[config.mk]
export PLATFORM = sky130hd
export DESIGN_NAME = tap_state_path_finder_core
export DESIGN_NICKNAME = d
export VERILOG_FILES = /design/src/hw/rtl/tspf_pkg.sv /design/src/hw/rtl/tap_state_path_finder_core.sv /design/src/hw/rtl/tspf_ctrl.sv /design/src/hw/rtl/tspf_dp.sv
export SDC_FILE = /design/constraint.sdc
export NUM_CORES = 1
export LEC_CHECK = 0
export ABC_AREA = 1
export BUFFER_PORTS_ARGS = -buffer_cell sky130_fd_sc_hd__buf_2
export CAP_MARGIN = 20
export CORE_ASPECT_RATIO = 2
export CORE_UTILIZATION = 63
export CTS_CLUSTER_SIZE = 25
export DETAILED_ROUTE_END_ITERATION = 12
export GPL_ROUTABILITY_DRIVEN = 0
export GPL_TIMING_DRIVEN = 0
export MAX_ROUTING_LAYER = met4
export PLACE_DENSITY = 0.87
export REMOVE_ABC_BUFFERS = 1
export SLEW_MARGIN = 20
export SYNTH_ARGS = -nofsm -noshare
export SYNTH_HDL_FRONTEND = slang
export SYNTH_SLANG_ARGS = --single-unit
[constraint.sdc]
create_clock -name clk -period 4.35 [get_ports clk]
set_input_delay 0.6525 -clock clk [delete_from_list [all_inputs] [get_ports clk]]
set_output_delay 0.6525 -clock clk [all_outputs]
set_load 0.02 [all_outputs]
[src/hw/rtl/tspf_pkg.sv]
`timescale 1ns / 1ps
`default_nettype none

package tspf_pkg;

  localparam int unsigned NUM_STATES = 16;

  localparam logic [1:0] STATUS_PATH     = 2'd0;
  localparam logic [1:0] STATUS_HERE     = 2'd1;
  localparam logic [1:0] STATUS_TOO_LONG = 2'd2;

  typedef struct packed {
    logic [3:0] from_state;
    logic [3:0] to_state;
  } req_t;

  typedef struct packed {
    logic       tms;
    logic [3:0] step_index;
    logic       last;
    logic [1:0] status;
  } res_t;

  typedef enum logic [1:0] {
    ST_IDLE,
    ST_SEARCH,
    ST_WALK,
    ST_EMIT
  } state_t;

  typedef struct packed {
    logic       load;
    logic       expand;
    logic       walk_init;
    logic       walk_step;
    logic       emit_bit;
    logic       emit_status;
    logic [1:0] status_code;
  } cmd_t;

  typedef struct packed {
    logic limit_zero;
    logic req_same;
    logic found;
    logic exhausted;
    logic walk_done;
    logic walk_over;
    logic emit_last;
  } sts_t;

  // Next TAP controller state for a given TMS value.
  function automatic logic [3:0] tap_next(input logic [3:0] st, input logic tms);
    logic [3:0] n0;
    logic [3:0] n1;
    unique case (st)
      4'd0:    begin n0 = 4'd1;  n1 = 4'd0;  end
      4'd1:    begin n0 = 4'd1;  n1 = 4'd2;  end
      4'd2:    begin n0 = 4'd3;  n1 = 4'd9;  end
      4'd3:    begin n0 = 4'd4;  n1 = 4'd5;  end
      4'd4:    begin n0 = 4'd4;  n1 = 4'd5;  end
      4'd5:    begin n0 = 4'd6;  n1 = 4'd8;  end
      4'd6:    begin n0 = 4'd6;  n1 = 4'd7;  end
      4'd7:    begin n0 = 4'd4;  n1 = 4'd8;  end
      4'd8:    begin n0 = 4'd1;  n1 = 4'd2;  end
      4'd9:    begin n0 = 4'd10; n1 = 4'd0;  end
      4'd10:   begin n0 = 4'd11; n1 = 4'd12; end
      4'd11:   begin n0 = 4'd11; n1 = 4'd12; end
      4'd12:   begin n0 = 4'd13; n1 = 4'd15; end
      4'd13:   begin n0 = 4'd13; n1 = 4'd14; end
      4'd14:   begin n0 = 4'd11; n1 = 4'd15; end
      default: begin n0 = 4'd1;  n1 = 4'd2;  end
    endcase
    return tms ? n1 : n0;
  endfunction

endpackage

`default_nettype wire

[src/hw/rtl/tap_state_path_finder_core.sv]
`timescale 1ns / 1ps
`default_nettype none

// Channel    Signals                         Transfer when
// --------   -----------------------------   -----------------------------
// request    start, busy, req                start high while busy is low
// result     result_valid, result            result_valid high (one cycle)
// config     cfg_wr_en, cfg_wr_data          cfg_wr_en high
//
// A request whose start equals its target, or any request while the step limit is
// zero, answers with one status transfer in the cycle after it is taken.
// A search visits each queued TAP state once per TMS edge and stops as soon as the
// target is discovered; backtracking then stores the path bits, each sent as one
// transfer, and a path longer than the step limit gets a too-long status instead.
// Reset is synchronous and restores a step limit of 15.
// The receiver cannot stall; results are presented for exactly one cycle each.

module tap_state_path_finder_core
  import tspf_pkg::*;
(
  input  wire logic       clk,
  input  wire logic       rst,
  input  wire logic       start,
  output logic            busy,
  input  wire req_t       req,
  input  wire logic       cfg_wr_en,
  input  wire logic [3:0] cfg_wr_data,
  output res_t            result,
  output logic            result_valid
);

  cmd_t cmd;
  sts_t sts;

  tspf_ctrl u_ctrl (
    .clk   (clk),
    .rst   (rst),
    .start (start),
    .sts   (sts),
    .cmd   (cmd),
    .busy  (busy)
  );

  tspf_dp u_dp (
    .clk          (clk),
    .rst          (rst),
    .req          (req),
    .cfg_wr_en    (cfg_wr_en),
    .cfg_wr_data  (cfg_wr_data),
    .cmd          (cmd),
    .sts          (sts),
    .result       (result),
    .result_valid (result_valid)
  );

  a_accept_answers: assert property (@(posedge clk) disable iff (rst)
    start && !busy |=> busy || result_valid)
    else $error("An accepted request produced neither work nor a result.");

  a_more_follows: assert property (@(posedge clk) disable iff (rst)
    result_valid && !result.last |-> busy)
    else $error("A non-final result was sent with the block idle.");

endmodule

`default_nettype wire

[src/hw/rtl/tspf_ctrl.sv]
`timescale 1ns / 1ps
`default_nettype none

module tspf_ctrl
  import tspf_pkg::*;
(
  input  wire logic clk,
  input  wire logic rst,
  input  wire logic start,
  input  wire sts_t sts,
  output cmd_t      cmd,
  output logic      busy
);

  state_t state;
  state_t state_next;

  always_ff @(posedge clk) begin
    if (rst) begin
      state <= ST_IDLE;
    end else begin
      state <= state_next;
    end
  end

  always_comb begin
    state_next = state;
    cmd = '0;
    cmd.status_code = STATUS_TOO_LONG;
    unique case (state)
      ST_IDLE: begin
        if (start) begin
          priority if (sts.limit_zero) begin
            cmd.emit_status = 1'b1;
          end else if (sts.req_same) begin
            cmd.emit_status = 1'b1;
            cmd.status_code = STATUS_HERE;
          end else begin
            cmd.load = 1'b1;
            state_next = ST_SEARCH;
          end
        end
      end
      ST_SEARCH: begin
        priority if (sts.found) begin
          cmd.walk_init = 1'b1;
          state_next = ST_WALK;
        end else if (sts.exhausted) begin
          cmd.emit_status = 1'b1;
          state_next = ST_IDLE;
        end else begin
          cmd.expand = 1'b1;
        end
      end
      ST_WALK: begin
        priority if (sts.walk_done) begin
          state_next = ST_EMIT;
        end else if (sts.walk_over) begin
          cmd.emit_status = 1'b1;
          state_next = ST_IDLE;
        end else begin
          cmd.walk_step = 1'b1;
        end
      end
      ST_EMIT: begin
        cmd.emit_bit = 1'b1;
        if (sts.emit_last) begin
          state_next = ST_IDLE;
        end
      end
      default: begin
        state_next = ST_IDLE;
      end
    endcase
  end

  assign busy = (state != ST_IDLE);

  a_load_only_idle: assert property (@(posedge clk) disable iff (rst)
    cmd.load |-> (state == ST_IDLE) && start)
    else $error("Search loaded outside of an accepted request.");

  a_emit_leaves: assert property (@(posedge clk) disable iff (rst)
    (state == ST_EMIT) && sts.emit_last |=> (state == ST_IDLE))
    else $error("Controller did not return to idle after the last bit.");

endmodule

`default_nettype wire

[src/hw/rtl/tspf_dp.sv]
`timescale 1ns / 1ps
`default_nettype none

module tspf_dp
  import tspf_pkg::*;
(
  input  wire logic       clk,
  input  wire logic       rst,
  input  wire req_t       req,
  input  wire logic       cfg_wr_en,
  input  wire logic [3:0] cfg_wr_data,
  input  wire cmd_t       cmd,
  output sts_t            sts,
  output res_t            result,
  output logic            result_valid
);

  logic [3:0] step_limit;
  logic [3:0] from_q;
  logic [3:0] to_q;

  logic [NUM_STATES-1:0] visited;
  logic [3:0]            parent [NUM_STATES];
  logic                  pedge  [NUM_STATES];
  logic [3:0]            queue  [NUM_STATES];
  logic                  path_bits [NUM_STATES];

  logic [4:0] head;
  logic [4:0] tail;
  logic       edge_sel;
  logic [3:0] walk_st;
  logic [4:0] len;
  logic [3:0] emit_idx;

  logic [3:0] cur;
  logic [3:0] node;
  logic       node_new;
  logic [3:0] bit_addr;
  logic       emit_last;

  assign cur       = queue[head[3:0]];
  assign node      = tap_next(cur, edge_sel);
  assign node_new  = !visited[node] && !tail[4];
  assign bit_addr  = len[3:0] - 4'd1 - emit_idx;
  assign emit_last = ({1'b0, emit_idx} + 5'd1) == len;

  always_comb begin
    sts.limit_zero = (step_limit == 4'd0);
    sts.req_same   = (req.from_state == req.to_state);
    sts.found      = visited[to_q];
    sts.exhausted  = (head == tail);
    sts.walk_done  = (walk_st == from_q);
    sts.walk_over  = (len >= {1'b0, step_limit}) || len[4];
    sts.emit_last  = emit_last;
  end

  always_ff @(posedge clk) begin
    if (rst) begin
      step_limit <= 4'd15;
    end else if (cfg_wr_en) begin
      step_limit <= cfg_wr_data;
    end
  end

  always_ff @(posedge clk) begin
    if (rst) begin
      visited <= '0;
    end else if (cmd.load) begin
      visited <= NUM_STATES'(1) << req.from_state;
    end else if (cmd.expand && node_new) begin
      visited[node] <= 1'b1;
    end
  end

  always_ff @(posedge clk) begin
    if (cmd.load) begin
      from_q   <= req.from_state;
      to_q     <= req.to_state;
      queue[0] <= req.from_state;
      head     <= 5'd0;
      tail     <= 5'd1;
      edge_sel <= 1'b0;
    end else if (cmd.expand) begin
      edge_sel <= !edge_sel;
      if (edge_sel) begin
        head <= head + 5'd1;
      end
      if (node_new) begin
        parent[node]       <= cur;
        pedge[node]        <= edge_sel;
        queue[tail[3:0]]   <= node;
        tail               <= tail + 5'd1;
      end
    end
  end

  always_ff @(posedge clk) begin
    if (cmd.walk_init) begin
      walk_st  <= to_q;
      len      <= 5'd0;
      emit_idx <= 4'd0;
    end else if (cmd.walk_step) begin
      path_bits[len[3:0]] <= pedge[walk_st];
      walk_st             <= parent[walk_st];
      len                 <= len + 5'd1;
    end else if (cmd.emit_bit) begin
      emit_idx <= emit_idx + 4'd1;
    end
  end

  always_ff @(posedge clk) begin
    if (rst) begin
      result_valid <= 1'b0;
    end else begin
      result_valid <= cmd.emit_bit || cmd.emit_status;
    end
  end

  always_ff @(posedge clk) begin
    if (cmd.emit_status) begin
      result.tms        <= 1'b0;
      result.step_index <= 4'd0;
      result.last       <= 1'b1;
      result.status     <= cmd.status_code;
    end else if (cmd.emit_bit) begin
      result.tms        <= path_bits[bit_addr];
      result.step_index <= emit_idx;
      result.last       <= emit_last;
      result.status     <= STATUS_PATH;
    end
  end

  a_status_single: assert property (@(posedge clk) disable iff (rst)
    result_valid && (result.status != STATUS_PATH) |->
      result.last && !result.tms && (result.step_index == 4'd0))
    else $error("A status result must be a single final transfer.");

  a_walk_len: assert property (@(posedge clk) disable iff (rst)
    cmd.walk_step |-> !len[4])
    else $error("Backtrack ran past the path store.");

endmodule

`default_nettype wire
==> reports/qor.csv <==
metric,value,unit
Slew Limit Fails,0,
crit-path cells,"inv_6, nand2_1, nand3_1, nand3_1, nand3_2, nand2_4, inv_1, ha_1, inv_1, nand2_1, o211ai_1, nand2_1, nand2_1, nand2_1, nand2_1, nand2_1, nand2_1, nand2_1, nor2_4, nand2_2, nor2_1, nand2_2, nor2_2",
Synth Flop Type,edfxtp_1,
Critical-path top delay cell,dfxtp_4,
PortBufs,25,
Die Height,188,um
nets,1198,
Final Setup Violations,0,
grt ovf,0,
Area Overhead vs Synth,9.86,%
vias in the first global route,8239,
layout cells sized above 1,0.106,
Slew headroom,0.404,
combinational fraction of design power,0.423,
status,"complete, no violations",
"Core Util, Final",0.711,
CTS tree,done,
"antenna viol nets, final",0,
core area,16800,sq um
clk sinks,231,
met3 GRT Util,0.0527,
reg2reg setup slack,30,ps
CTS H-tree depth,1,
Die X,94.8,um
Post-synth ARST share,0,
Antenna diodes,0,
min-delay src,req[1],
total die area,17800,sq um
Final Hold Slack,377,ps
sequential area share after synthesis,0.587,
most area-consuming cells after synthesis,"edfxtp_1, dfxtp_1, nand2_1",
CTS Hold Bufs,0,
"Clk Latency, worst-skew pair",500,ps
GR Layer Usage met2,0.543,
biggest area consumer among synthesized cells,edfxtp_1,
synth unique cells,49,
Internal Power,5070,uW
row count,67,
Finished Layout Cells,1381,
CTS Buffer Depth,3,
number of synthesized register bits,231,
Yosys top cell area share,0.482,
"Data required, critical path",4520,ps
largest net degree at the start of global routing,35,
HPWL reported at the end of detailed placement,17600,um
Setup Skew,18.4,ps
"EDFF count, synth",174,
Syn. warnings,0,
WS Path Type,flop to flop,
Psw,3720,uW
gr busiest metal,met2,
overall routed net length,26800,um
CP Capture Type,flop,
IO Count,26,
initial drt markers,904,
"Avg Cell Area, Syn",9.56,sq um
total power,8780,uW
worst min path class,input port to flop,
met1 Resource Use GR,0.300,
antenna violations before repair,0,
Tmin final,4320,ps
fillcell total,1154,
Worst Hold End,u_dp.to_q[1],
WL per Instance,19.4,um
DR pass1 iterations,5,
setup TNS,0,ps
Sw Ratio,0.423,
Root Buffer,clkbuf_16,
dpl cells,1330,
drt via density,6.07,
first-pass GRT wire length,40700,um
VDD IR max,0.590,mV
Reg2Reg Depth,23,
Worst EP arrival,4490,ps
All-Layer GR Usage,0.311,
Final Cycle Share,0.994,
hold depth,1,
DRC Markers,0,
Post-Synthesis Cells,1135,
clock slew at reported path FFs,70,ps
synthesized area,10900,sq um
final hold viol count,0,
maxcap violations,0,
critical path startpoint category,flop,
r2r endpoint,u_dp.queue[5][1],
Initial Utilization,0.647,
via count,8382,
Slowest Stage Delay on Critical Path,480,ps
Clock Power Share,0.194,
CP Max Fanout,32,
most frequent CP cell,nand2_1,
Peak Freq,0.231,GHz
worst-margin pin slew,892,ps
PwrDens,737,nW/um^2
CTS buffer count,19,
sequential fraction of design power,0.383,
Leak,0.00486,uW
Yosys cell counts (7+ instances only):
library cell,n
xor2_1,8
mux2i_1,20
nor3_1,8
nand2_2,10
nor2_1,77
ha_1,19
o211ai_1,13
xnor2_1,9
o21ai_0,86
clkbuf_1,22
edfxtp_1,174
inv_1,157
nand3_1,85
o22ai_1,7
nand4_1,24
dfxtp_1,57
inv_2,7
buf_6,7
a21oi_1,74
nand2_1,216
logic make-up (layout without fill, tap and decap cells):
group,count (synthesis),after routing,share of synthesized area
adder cells (fa/ha/maj),20,20,0.0238
AO/OA/AOI/OAI,204,204,0.103
multiplexers,20,20,0.0185
flip-flops,231,231,0.587
XOR/XNOR,17,17,0.0137
AND/OR/NAND/NOR,435,439,0.175
buffers and inverters,208,243,0.0793
placed cells by master (no fill, tap or decap), drive strengths merged, types with 2 or more instances in the layout:
master / count
o22ai: 7
a31oi: 2
or2: 2
nand2: 229
edfxtp: 174
o21ai: 91
nor3: 8
clkinv: 5
o211ai: 13
o31ai: 2
mux2i: 20
xnor2: 9
dfxtp: 57
buf: 44
o2111ai: 2
nand3: 88
xor2: 8
o32ai: 2
nand4: 24
nor2: 85
ha: 19
bufinv: 2
a21boi: 2
inv: 164
a21oi: 75
clkbuf: 28
worst max-delay path by stage:
stage | startpoint | end | slack (ps) | depth (start not counted)
after detailed placement | flop | u_dp.queue[13][0] | -1590 | 23
after floorplan | flop | u_dp.queue[1][0] | 190 | 23
after CTS | flop | u_dp.queue[13][1] | 6 | 24
final | flop | u_dp.queue[5][1] | 30 | 23
after global placement | flop | u_dp.queue[15][0] | -1760 | 20
after global routing | flop | u_dp.queue[5][1] | -160 | 24
sequential cells by signal, summed over array words and instances, names as in the netlist, named ones only:
register	count
u_dp.parent	64
u_dp.queue	64
u_dp.path_bits	16
u_dp.pedge	16
u_dp.visited	16
u_dp.result	8
u_dp.head	5
u_dp.len	5
u_dp.tail	5
u_dp.emit_idx	4
u_dp.from_q	4
u_dp.step_limit	4
u_dp.to_q	4
u_dp.walk_st	4
u_ctrl.state	2
u_dp.edge_sel	1
u_dp.result_valid	1
routing by layer:
layer / share of wire / vias to the layer above
li1: - / 3900
met1: 0.31 / 3850
met2: 0.53 / 471
met3: 0.074 / 161
met4: 0.085 / 0
met5: 0 / -
per-stage QoR:
step	cell area [sq um]	setup WS, ps
3_3_place_gp	11000	-1760
6_report	11900	26.0
2_1_floorplan	10600	191
3_5_place_dp	11100	-1590
5_1_grt	11900	-165
4_1_cts	11700	5.76
power by group through the flow:
stage | Clock [uW] | Sequential (uW) | Combinational, uW
after detailed placement | 0 | 3410 | 3320
after CTS | 1700 | 3360 | 3410
after floorplan | 0 | 3380 | 2260
after global routing | 1790 | 3400 | 4040
final | 1710 | 3360 | 3720
after global placement | 0 | 3460 | 3090
critical path, delay by kind of cell (launching register included):
kind / cells / cell delay, ps
and+or+nand+nor: 18 / 2730
DFF: 1 / 480
buffers and inverters: 3 / 300
adders and majority gates: 1 / 300
AOI/OAI and AO/OA: 1 / 140
cell type report:
type	instances	area, sq um	area share
sequential	231	6370	0.535
multi-input combinational	700	3770	0.316
inverter	166	632	0.0530
clock buffer	28	519	0.0436
timing repair buffer	44	288	0.0241
tap	207	259	0.0217
clock inverter	5	77.6	0.00651
what timing repair did:
action / 4_1_cts / 5_1_grt
buffers inserted: 1 / 13
resized for setup: 15 / 21
gates cloned: 1 / 3
pin swaps: 1 / 4
endpoints found under the hold margin: 0 / 0
endpoints found under the setup margin: 229 / 201
(Power assumes the default switching activity.)
